===== config.mk =====
export PLATFORM = sky130hd
export DESIGN_NAME = four_pole_ladder_filter_core
export DESIGN_NICKNAME = d
export VERILOG_FILES = /design/src/design/fpl_pkg.sv /design/src/design/fpl_datapath.sv /design/src/design/four_pole_ladder_filter_core.sv
export SDC_FILE = /design/constraint.sdc
export NUM_CORES = 2
export LEC_CHECK = 0
export BUFFER_PORTS_ARGS = -buffer_cell sky130_fd_sc_hd__buf_2
export CAP_MARGIN = 20
export CORE_ASPECT_RATIO = 2
export CORE_MARGIN = 2
export CORE_UTILIZATION = 55
export DETAILED_ROUTE_END_ITERATION = 6
export PLACE_DENSITY_LB_ADDON = 0.2
export SLEW_MARGIN = 40
export SYNTH_ARGS = -nofsm -noshare
export SYNTH_HDL_FRONTEND = slang
export SYNTH_SLANG_ARGS = --single-unit
export TNS_END_PERCENT = 10

===== constraint.sdc =====
create_clock -name clk -period 22.8 [get_ports clk]
set_input_delay 1.14 -clock clk [delete_from_list [all_inputs] [get_ports clk]]
set_output_delay 1.14 -clock clk [all_outputs]
set_load 0.01 [all_outputs]

===== src/design/fpl_pkg.sv =====
// ----------------------------------------------------------------------------
// fpl_pkg
// Shared types, constants and the control store of the four-pole ladder core.
// ----------------------------------------------------------------------------
package fpl_pkg;

  // Datapath widths
  localparam int STAGE_W    = 32;              // ladder stage value
  localparam int D_W        = 36;              // multiplier signed operand
  localparam int B_W        = 19;              // multiplier gain operand (zero-extended)
  localparam int P_W        = D_W + B_W;       // full product
  localparam int ALU_W      = 40;              // adder width
  localparam int Q_FRAC     = 16;              // fraction bits of the gains
  localparam int NUM_STAGES = 4;
  localparam int K_W        = 2;               // stage index in the loop
  localparam int PC_W       = 4;

  // Configuration port
  localparam int CFG_IDX_W  = 3;
  localparam int CFG_DATA_W = 18;
  localparam int COEF_W     = 17;
  localparam int RES_W      = 18;
  localparam int GAIN_W     = 17;

  typedef enum logic [1:0] {
    MODE_LP,
    MODE_HP,
    MODE_BP,
    MODE_ZERO
  } mode_t;

  localparam logic [CFG_IDX_W-1:0] REG_FILTER_MODE = 3'd0;
  localparam logic [CFG_IDX_W-1:0] REG_LADDER_COEF = 3'd1;
  localparam logic [CFG_IDX_W-1:0] REG_RESONANCE   = 3'd2;
  localparam logic [CFG_IDX_W-1:0] REG_OUTPUT_GAIN = 3'd3;
  localparam logic [CFG_IDX_W-1:0] REG_DRY_GAIN    = 3'd4;

  localparam mode_t               RST_MODE = MODE_HP;
  localparam logic [COEF_W-1:0]   RST_COEF = 17'd8173;
  localparam logic [RES_W-1:0]    RST_RES  = 18'd32768;
  localparam logic [GAIN_W-1:0]   RST_OG   = 17'd49152;
  localparam logic [GAIN_W-1:0]   RST_DG   = 17'd0;

  typedef struct packed {
    mode_t             mode;
    logic [COEF_W-1:0] coef;
    logic [RES_W-1:0]  res;
    logic [GAIN_W-1:0] out_gain;
    logic [GAIN_W-1:0] dry_gain;
  } cfg_t;

  // Control word fields
  typedef enum logic [1:0] {
    MA_D,
    MA_X,
    MA_S4
  } mul_a_t;

  typedef enum logic [1:0] {
    MB_RES,
    MB_COEF,
    MB_OG,
    MB_DG
  } mul_b_t;

  typedef enum logic [2:0] {
    ALU_NONE,   // no write
    ALU_FB,     // d = x - round(prod)
    ALU_SUB0,   // d = d - stage one
    ALU_UPD,    // stage k = clamp32(stage k + round(prod))
    ALU_DIFF,   // d = stage k - stage k+1, advance k
    ALU_FILT,   // d = mode selection
    ALU_HOLD,   // acc = round(prod)
    ALU_OUT     // result = sat(acc + round(prod)), write stages back
  } alu_op_t;

  typedef enum logic [1:0] {
    J_NEXT,
    J_ALWAYS,
    J_LAST
  } jmp_t;

  typedef struct packed {
    logic            mul_en;
    mul_a_t          mul_a;
    mul_b_t          mul_b;
    alu_op_t         alu;
    jmp_t            jmp;
    logic [PC_W-1:0] target;
  } ucode_t;

  typedef struct packed {
    ucode_t         uc;
    logic [K_W-1:0] k;
    logic           start;
    logic           adv;
  } dp_ctrl_t;

  // Program addresses
  localparam logic [PC_W-1:0] ST_FB_MUL    = 4'd0;
  localparam logic [PC_W-1:0] ST_FB_SUM    = 4'd1;
  localparam logic [PC_W-1:0] ST_DIFF0     = 4'd2;
  localparam logic [PC_W-1:0] ST_LOOP_MUL  = 4'd3;
  localparam logic [PC_W-1:0] ST_LOOP_UPD  = 4'd4;
  localparam logic [PC_W-1:0] ST_LOOP_DIFF = 4'd5;
  localparam logic [PC_W-1:0] ST_FILT      = 4'd6;
  localparam logic [PC_W-1:0] ST_GAIN_MUL  = 4'd7;
  localparam logic [PC_W-1:0] ST_DRY_MUL   = 4'd8;
  localparam logic [PC_W-1:0] ST_OUT       = 4'd9;

  // Control store: one word per step
  function automatic ucode_t ucode_rom(input logic [PC_W-1:0] pc);
    ucode_t uc;
    uc = '{mul_en: 1'b0, mul_a: MA_D, mul_b: MB_COEF, alu: ALU_NONE,
           jmp: J_NEXT, target: ST_FB_MUL};
    unique case (pc)
      ST_FB_MUL: begin
        uc.mul_en = 1'b1;
        uc.mul_a  = MA_S4;
        uc.mul_b  = MB_RES;
      end
      ST_FB_SUM: begin
        uc.alu = ALU_FB;
      end
      ST_DIFF0: begin
        uc.alu = ALU_SUB0;
      end
      ST_LOOP_MUL: begin
        uc.mul_en = 1'b1;
        uc.mul_a  = MA_D;
        uc.mul_b  = MB_COEF;
      end
      ST_LOOP_UPD: begin
        uc.alu    = ALU_UPD;
        uc.jmp    = J_LAST;
        uc.target = ST_FILT;
      end
      ST_LOOP_DIFF: begin
        uc.alu    = ALU_DIFF;
        uc.jmp    = J_ALWAYS;
        uc.target = ST_LOOP_MUL;
      end
      ST_FILT: begin
        uc.alu = ALU_FILT;
      end
      ST_GAIN_MUL: begin
        uc.mul_en = 1'b1;
        uc.mul_a  = MA_D;
        uc.mul_b  = MB_OG;
      end
      ST_DRY_MUL: begin
        uc.alu    = ALU_HOLD;
        uc.mul_en = 1'b1;
        uc.mul_a  = MA_X;
        uc.mul_b  = MB_DG;
      end
      ST_OUT: begin
        uc.alu    = ALU_OUT;
        uc.jmp    = J_ALWAYS;
        uc.target = ST_FB_MUL;
      end
      default: begin
        uc.jmp    = J_ALWAYS;
        uc.target = ST_FB_MUL;
      end
    endcase
    return uc;
  endfunction

endpackage


===== src/design/fpl_datapath.sv =====
// ----------------------------------------------------------------------------
// fpl_datapath
// Shared multiplier, adder/clamp unit and per-channel ladder stage storage.
// ----------------------------------------------------------------------------
module fpl_datapath #(
  parameter int NUM_CHANNELS = 2,
  parameter int SAMPLE_WIDTH = 24
) (
  input  logic                           clk,
  input  logic                           rst_n,
  input  fpl_pkg::dp_ctrl_t              ctrl,
  input  fpl_pkg::cfg_t                  cfg,
  input  logic signed [SAMPLE_WIDTH-1:0] sample_in,
  input  logic                           channel_index,
  output logic signed [SAMPLE_WIDTH-1:0] y_sat
);

  localparam int CH_W = (NUM_CHANNELS > 1) ? $clog2(NUM_CHANNELS) : 1;
  localparam int ALU_W   = fpl_pkg::ALU_W;
  localparam int STAGE_W = fpl_pkg::STAGE_W;
  localparam int D_W     = fpl_pkg::D_W;
  localparam int B_W     = fpl_pkg::B_W;
  localparam int P_W     = fpl_pkg::P_W;
  localparam int NSTG    = fpl_pkg::NUM_STAGES;

  localparam logic signed [P_W-1:0]   RND_HALF = P_W'(1) <<< (fpl_pkg::Q_FRAC - 1);
  localparam logic signed [ALU_W-1:0] ST_MAX =
    ALU_W'((64'sd1 <<< (STAGE_W - 1)) - 64'sd1);
  localparam logic signed [ALU_W-1:0] ST_MIN = -ST_MAX - ALU_W'(1);
  localparam logic signed [ALU_W-1:0] SMP_MAX =
    ALU_W'((64'sd1 <<< (SAMPLE_WIDTH - 1)) - 64'sd1);
  localparam logic signed [ALU_W-1:0] SMP_MIN = -SMP_MAX - ALU_W'(1);

  logic signed [STAGE_W-1:0]      stage_mem_r [NUM_CHANNELS][NSTG];
  logic signed [STAGE_W-1:0]      w_r [NSTG];
  logic signed [SAMPLE_WIDTH-1:0] x_r;
  logic [CH_W-1:0]                ch_r;
  logic signed [D_W-1:0]          d_r;
  logic signed [P_W-1:0]          prod_r;
  logic signed [ALU_W-1:0]        acc_r;

  logic [CH_W-1:0]                ch_idx;
  logic signed [D_W-1:0]          opa;
  logic signed [B_W-1:0]          opb;
  logic signed [P_W-1:0]          prod_nxt;
  logic signed [P_W-1:0]          p_rnd;
  logic signed [ALU_W-1:0]        r;
  logic signed [ALU_W-1:0]        x_a;
  logic signed [ALU_W-1:0]        d_a;
  logic signed [ALU_W-1:0]        wk_a;
  logic signed [ALU_W-1:0]        wk1_a;
  logic signed [ALU_W-1:0]        w3_a;
  logic signed [ALU_W-1:0]        filt;
  logic signed [ALU_W-1:0]        upd_sum;
  logic signed [STAGE_W-1:0]      w_upd_nxt;
  logic signed [ALU_W-1:0]        d_sum;
  logic signed [D_W-1:0]          d_nxt;
  logic signed [ALU_W-1:0]        y_sum;
  logic [fpl_pkg::K_W-1:0]        k_up;

  // Wrap the channel onto the stored channels
  assign ch_idx = CH_W'((NUM_CHANNELS > 1) ? channel_index : 1'b0);

  // Select multiplier operands
  always_comb begin
    case (ctrl.uc.mul_a)
      fpl_pkg::MA_X:  opa = D_W'(x_r);
      fpl_pkg::MA_S4: opa = D_W'(w_r[NSTG-1]);
      default:        opa = d_r;
    endcase
    case (ctrl.uc.mul_b)
      fpl_pkg::MB_RES:  opb = B_W'(cfg.res);
      fpl_pkg::MB_COEF: opb = B_W'(cfg.coef);
      fpl_pkg::MB_OG:   opb = B_W'(cfg.out_gain);
      default:          opb = B_W'(cfg.dry_gain);
    endcase
    prod_nxt = opa * opb;
  end

  // Round the last product half up to an integer
  always_comb begin
    p_rnd = prod_r + RND_HALF;
    r     = ALU_W'(p_rnd >>> fpl_pkg::Q_FRAC);
  end

  // Adder, stage clamp and mode selection
  always_comb begin
    k_up  = ctrl.k + 2'd1;
    x_a   = ALU_W'(x_r);
    d_a   = ALU_W'(d_r);
    wk_a  = ALU_W'(w_r[ctrl.k]);
    wk1_a = ALU_W'(w_r[k_up]);
    w3_a  = ALU_W'(w_r[NSTG-1]);

    upd_sum = wk_a + r;
    if (upd_sum > ST_MAX) begin
      w_upd_nxt = STAGE_W'(ST_MAX);
    end else if (upd_sum < ST_MIN) begin
      w_upd_nxt = STAGE_W'(ST_MIN);
    end else begin
      w_upd_nxt = STAGE_W'(upd_sum);
    end

    case (cfg.mode)
      fpl_pkg::MODE_LP: filt = w3_a;
      fpl_pkg::MODE_HP: filt = x_a - w3_a;
      fpl_pkg::MODE_BP: filt = x_a - (w3_a <<< 1);
      default:          filt = '0;
    endcase

    case (ctrl.uc.alu)
      fpl_pkg::ALU_FB:   d_sum = x_a - r;
      fpl_pkg::ALU_SUB0: d_sum = d_a - ALU_W'(w_r[0]);
      fpl_pkg::ALU_DIFF: d_sum = wk_a - wk1_a;
      fpl_pkg::ALU_FILT: d_sum = filt;
      default:           d_sum = d_a;
    endcase
    d_nxt = D_W'(d_sum);

    y_sum = acc_r + r;
    if (y_sum > SMP_MAX) begin
      y_sat = SAMPLE_WIDTH'(SMP_MAX);
    end else if (y_sum < SMP_MIN) begin
      y_sat = SAMPLE_WIDTH'(SMP_MIN);
    end else begin
      y_sat = SAMPLE_WIDTH'(y_sum);
    end
  end

  // Hold the per-channel stages; write back when the result leaves
  always_ff @(posedge clk) begin
    if (!rst_n) begin
      for (int c = 0; c < NUM_CHANNELS; c++) begin
        for (int s = 0; s < NSTG; s++) begin
          stage_mem_r[c][s] <= '0;
        end
      end
    end else if (ctrl.adv && ctrl.uc.alu == fpl_pkg::ALU_OUT) begin
      for (int s = 0; s < NSTG; s++) begin
        stage_mem_r[ch_r][s] <= w_r[s];
      end
    end
  end

  // Load the working set on a new request, then run the program
  always_ff @(posedge clk) begin
    if (ctrl.start) begin
      x_r  <= sample_in;
      ch_r <= ch_idx;
      for (int s = 0; s < NSTG; s++) begin
        w_r[s] <= stage_mem_r[ch_idx][s];
      end
    end else if (ctrl.adv) begin
      if (ctrl.uc.mul_en) begin
        prod_r <= prod_nxt;
      end
      case (ctrl.uc.alu) inside
        fpl_pkg::ALU_FB, fpl_pkg::ALU_SUB0, fpl_pkg::ALU_DIFF, fpl_pkg::ALU_FILT: begin
          d_r <= d_nxt;
        end
        fpl_pkg::ALU_UPD: begin
          w_r[ctrl.k] <= w_upd_nxt;
        end
        fpl_pkg::ALU_HOLD: begin
          acc_r <= r;
        end
        default: ;
      endcase
    end
  end

endmodule


===== src/design/four_pole_ladder_filter_core.sv =====
// Requests are taken one at a time: the input closes on an accept and reopens
// after the last program step; the single shared multiplier and the ten-word
// program (four-pass stage loop) carry each request through step by step.
// A result waiting at the output holds the last program step until taken.
// Reset (rst_n low, synchronous) zeroes all ladder stages, loads the register
// defaults and empties the output.
// ----------------------------------------------------------------------------
// four_pole_ladder_filter_core
// Resonant four-pole ladder filter with mode select and dry mix, run by a
// small microcoded sequencer over one multiplier and one adder.
// ----------------------------------------------------------------------------
module four_pole_ladder_filter_core #(
  parameter int NUM_CHANNELS = 2,
  parameter int SAMPLE_WIDTH = 24
) (
  input  logic                                clk,
  input  logic                                rst_n,
  input  logic                                in_valid,
  output logic                                in_ready,
  input  logic signed [SAMPLE_WIDTH-1:0]      in_sample_in,
  input  logic                                in_channel_index,
  output logic                                out_valid,
  input  logic                                out_ready,
  output logic signed [SAMPLE_WIDTH-1:0]      out_sample_out,
  input  logic                                cfg_wr_en,
  input  logic [fpl_pkg::CFG_IDX_W-1:0]       cfg_index,
  input  logic [fpl_pkg::CFG_DATA_W-1:0]      cfg_wdata
);

  fpl_pkg::cfg_t                  cfg_r;
  logic                           busy_r;
  logic                           busy_nxt;
  logic [fpl_pkg::PC_W-1:0]       pc_r;
  logic [fpl_pkg::PC_W-1:0]       pc_nxt;
  logic [fpl_pkg::K_W-1:0]        k_r;
  logic [fpl_pkg::K_W-1:0]        k_nxt;
  logic                           out_valid_r;
  logic                           out_valid_nxt;
  logic signed [SAMPLE_WIDTH-1:0] out_sample_r;
  logic signed [SAMPLE_WIDTH-1:0] y_sat;

  fpl_pkg::ucode_t                cw;
  fpl_pkg::dp_ctrl_t              dp_ctrl;
  logic                           start;
  logic                           stall;
  logic                           adv;
  logic                           done;
  logic                           last;

  // Configuration registers
  always_ff @(posedge clk) begin
    if (!rst_n) begin
      cfg_r.mode     <= fpl_pkg::RST_MODE;
      cfg_r.coef     <= fpl_pkg::RST_COEF;
      cfg_r.res      <= fpl_pkg::RST_RES;
      cfg_r.out_gain <= fpl_pkg::RST_OG;
      cfg_r.dry_gain <= fpl_pkg::RST_DG;
    end else if (cfg_wr_en) begin
      unique case (cfg_index)
        fpl_pkg::REG_FILTER_MODE: cfg_r.mode     <= fpl_pkg::mode_t'(cfg_wdata[1:0]);
        fpl_pkg::REG_LADDER_COEF: cfg_r.coef     <= cfg_wdata[fpl_pkg::COEF_W-1:0];
        fpl_pkg::REG_RESONANCE:   cfg_r.res      <= cfg_wdata[fpl_pkg::RES_W-1:0];
        fpl_pkg::REG_OUTPUT_GAIN: cfg_r.out_gain <= cfg_wdata[fpl_pkg::GAIN_W-1:0];
        fpl_pkg::REG_DRY_GAIN:    cfg_r.dry_gain <= cfg_wdata[fpl_pkg::GAIN_W-1:0];
        default: ;
      endcase
    end
  end

  // Fetch the control word and decide whether the program advances
  always_comb begin
    cw    = fpl_pkg::ucode_rom(pc_r);
    start = in_valid && !busy_r;
    stall = busy_r && cw.alu == fpl_pkg::ALU_OUT && out_valid_r && !out_ready;
    adv   = busy_r && !stall;
    done  = adv && cw.alu == fpl_pkg::ALU_OUT;
    last  = (k_r == fpl_pkg::K_W'(fpl_pkg::NUM_STAGES - 1));
  end

  // Step counter, loop index and busy flag
  always_comb begin
    pc_nxt   = pc_r;
    k_nxt    = k_r;
    busy_nxt = busy_r;
    if (start) begin
      pc_nxt   = fpl_pkg::ST_FB_MUL;
      k_nxt    = '0;
      busy_nxt = 1'b1;
    end else if (adv) begin
      case (cw.jmp)
        fpl_pkg::J_ALWAYS: pc_nxt = cw.target;
        fpl_pkg::J_LAST:   pc_nxt = last ? cw.target : pc_r + 1'b1;
        default:           pc_nxt = pc_r + 1'b1;
      endcase
      if (cw.alu == fpl_pkg::ALU_DIFF) begin
        k_nxt = k_r + 1'b1;
      end
      if (done) begin
        busy_nxt = 1'b0;
      end
    end
  end

  // Output register: load on the last step, drop when taken
  always_comb begin
    out_valid_nxt = out_valid_r;
    if (done) begin
      out_valid_nxt = 1'b1;
    end else if (out_ready) begin
      out_valid_nxt = 1'b0;
    end
  end

  always_ff @(posedge clk) begin
    if (!rst_n) begin
      busy_r      <= 1'b0;
      pc_r        <= fpl_pkg::ST_FB_MUL;
      k_r         <= '0;
      out_valid_r <= 1'b0;
    end else begin
      busy_r      <= busy_nxt;
      pc_r        <= pc_nxt;
      k_r         <= k_nxt;
      out_valid_r <= out_valid_nxt;
    end
  end

  always_ff @(posedge clk) begin
    if (done) begin
      out_sample_r <= y_sat;
    end
  end

  assign dp_ctrl = '{uc: cw, k: k_r, start: start, adv: adv};

  fpl_datapath #(
    .NUM_CHANNELS (NUM_CHANNELS),
    .SAMPLE_WIDTH (SAMPLE_WIDTH)
  ) u_datapath (
    .clk           (clk),
    .rst_n         (rst_n),
    .ctrl          (dp_ctrl),
    .cfg           (cfg_r),
    .sample_in     (in_sample_in),
    .channel_index (in_channel_index),
    .y_sat         (y_sat)
  );

  assign in_ready       = !busy_r;
  assign out_valid      = out_valid_r;
  assign out_sample_out = out_sample_r;

endmodule


==> results.json <==
{
  "syn_to_final_growth_pct": 7.21,
  "hold_buffers": 0,
  "fmax_mhz": 89.7,
  "antenna_found_initial": 7,
  "pin_count": 77,
  "dpl.hpwl_um": 170000,
  "arrival_ns": 11.57,
  "post_cts_resized": 0,
  "grt_max_degree": 90,
  "setup_viol": 0,
  "cts_root_buf": "clkbuf_16",
  "maxSlewViolCount": 0,
  "avgSynthCellArea_um2": 9.36,
  "dieArea_um2": 119000,
  "synth-seq-cells": 629,
  "hold_viol_final": 0,
  "place_inst": 8255,
  "ys_warn_count": 0,
  "wire_per_inst_um": 26.9,
  "cp_num_cells": 32,
  "start_util_pct": 55.3,
  "synth_enable_flop_cells": 548,
  "drtIter0Drc": 4599,
  "yosysTopAreaCell": "edfxtp_1",
  "crit_fanout": 57,
  "finalNonFillerCells": 8373,
  "yosys-top-cells-area": "edfxtp_1 26%, fa_1 20%, ha_1 7.3%",
  "status": "finished, final reports clean",
  "cts_tree": "built",
  "max_slew_margin_pct": 33.8,
  "cp_slowest_stage_delay_ns": 0.85,
  "io_buffers": 76,
  "cpLargestDelayFamily": "adder cells",
  "yosysUniqueCellTypes": 94,
  "leakage_nw": 31.1,
  "hold_path_class": "register to register",
  "r2r-end": "u_datapath.prod_r[53]",
  "rows": 177,
  "rsz0062_at_grt": "no",
  "wirelength_um": 225000,
  "synth_nets": 7893,
  "worst_pin_slew_ns": 0.992,
  "cts-buffers-inserted": 59,
  "critPathBufInv": 8,
  "cts_htree_levels": 2,
  "crit_path_end": "u_datapath.prod_r[53]",
  "vias": 52200,
  "power_density_nw_per_um2": 144,
  "ant_nets": 0,
  "rr_startpoint": "pc_r[0]",
  "dieWidth_um": 245,
  "die_height_um": 486,
  "routabilityCongestion": 1.02,
  "start_kind": "register",
  "worstSetupEndpointType": "register",
  "cts_sinks": 629,
  "slowest_stage": "ha_2",
  "grt_pass1_wl_um": 334000,
  "yosysTopAreaCellShare_pct": 25.7,
  "clk_path_buf_depth": 3,
  "final_core_util_pct": 59.2,
  "clk_latency_ns": 0.69,
  "crit_required_ns": 23.23,
  "first_pass_iters": 6,
  "ys_seq_area_share_pct": 28.2,
  "cts_setup_buffers": 0,
  "maxCapViolCount": 0,
  "synth_ff_type": "edfxtp_1",
  "met2_usage_pct": 59.5,
  "cp-startpoint": "pc_r[0]",
  "mappedNetlistArea_um2": 64000,
  "nets": 7852,
  "met3_usage_pct": 6.52,
  "syn_inst": 6840,
  "drc": 0,
  "rrSetupSlack_ns": 11.66,
  "fin_crit_sh_pct": 48.9,
  "async_flop_share_pct": 0,
  "finalCriticalPeriod_ns": 11.14,
  "routed_via_density": 6.23,
  "irDropWorstVdd_mv": 0.284,
  "final_layout_size_suffix_gt1_share_pct": 8.56,
  "crit_type": "register to register",
  "finClkSkew_ns": 0.0345,
  "core-area_um2": 116000,
  "busiest_layer": "met2",
  "reg2regPathDepth": 32,
  "grt_util_met1_pct": 47.2,
  "tns_ns": 0,
  "track_usage_pct": 37.9,
  "grt_pass1_vias": 52600,
  "grt-ovfl-total": 0,
  "clkTransAtPathRegs_ns": 0.07
}
## cells by family after synthesis
kind of cell	after synthesis	share of synthesized area [%]
buf+inv	1290	7.61
xor+xnor	276	3.78
compound gates	1401	14.1
simple gates	2025	14.5
fa+ha+maj	1002	26.9
flops	629	28.2
mux	217	4.83
## worst min path at each step
| stage | startpoint | to | cells after the start |
|---|---|---|---|
| floorplan | cfg_r[34] | cfg_r[34] | 2 |
| finish | cfg_r[12] | cfg_r[12] | 2 |
| global route | cfg_r[47] | cfg_r[47] | 2 |
| CTS | cfg_r[12] | cfg_r[12] | 2 |
| detailed placement | cfg_r[32] | cfg_r[32] | 2 |
| global placement | cfg_r[32] | cfg_r[32] | 2 |
## state kept, by name (all words and copies together) (netlist names), named ones only
register	flops
u_datapath.prod_r	40
pc_r	4
busy_r	1
u_datapath.d_r	36
u_datapath.x_r	24
out_valid	1
k_r	2
u_datapath.w_r	128
cfg_r	71
u_datapath.acc_r	39
u_datapath.stage_mem_r	256
u_datapath.ch_r	1
out_sample_out	24
## report_power, final
part,total [W],switching (W),internal [W]
combinational,0.00713,0.00456,0.00256
clock,0.00108,0.000477,0.000607
sequential,0.00167,0.0000932,0.00158
## tightest hold or removal path: cells and delay by family, from the launching register on
kind / cells / cell delay (ns)
flip-flops: 1 / 0.31
AO/OA/AOI/OAI: 1 / 0.06
AND/OR/NAND/NOR: 1 / 0.05
## cell type report
class | instances | area (um^2)
Inverter | 982 | 3690
Clock inverter | 39 | 561
Multi-Input combinational cell | 4921 | 41500
Tap cell | 1521 | 1900
Sequential cell | 629 | 18100
Timing Repair Buffer | 206 | 1410
Clock buffer | 71 | 1520
Fill cell | 10100 | 47200
Antenna cell | 4 | 10.0
## synthesized netlist by cell type, types with 22 or more instances
library cell / n
a31oi_1: 35
nor2_1: 561
buf_1: 23
mux2_2: 94
o21bai_1: 27
o22ai_1: 27
edfxtp_1: 548
ha_1: 375
a21oi_2: 30
mux2i_1: 59
o21ai_1: 137
a21o_1: 167
nor2b_1: 40
a22oi_1: 34
nand4_1: 45
and3_1: 169
or3_1: 22
o21ai_0: 207
a211oi_1: 36
o21a_1: 61
xnor2_1: 153
fa_1: 627
inv_1: 981
nor3_1: 58
nand3_1: 82
a21oi_1: 368
xor2_1: 123
clkbuf_1: 272
and2_1: 158
dfxtp_1: 81
nand2b_1: 71
mux4_2: 64
a21boi_0: 69
o31ai_1: 22
o211ai_1: 32
nand2_1: 751
## cells in the final DEF (no fill, tap or decap), types with 120 or more instances in the layout
master / count
inv_1: 980
nand2_1: 749
fa_1: 627
nor2_1: 560
edfxtp_1: 548
ha_1: 374
a21oi_1: 355
o21ai_0: 204
and3_1: 169
a21o_1: 167
and2_1: 157
xnor2_1: 144
o21ai_1: 129
buf_4: 120
## per-layer routing
| metal | vias to the layer above | wire, um |
|---|---|---|
| met5 | - | 19 |
| met4 | 4 | 20200 |
| met3 | 671 | 18600 |
| met2 | 2681 | 103000 |
| met1 | 25800 | 84000 |
| li1 | 23000 | - |
## stage by stage
stage               power (W)  instance area (um^2)  hold slack, ns  setup slack [ns]
floorplan             0.00630                 64000           0.439             11.52
global placement      0.00853                 66300           0.452             12.12
detailed placement    0.00864                 66500           0.457             11.77
CTS                   0.00975                 68500           0.469             11.77
global route           0.0105                 68600           0.484             10.96
finish                0.00988                 68600           0.466             11.66
(Power assumes the default switching activity.)
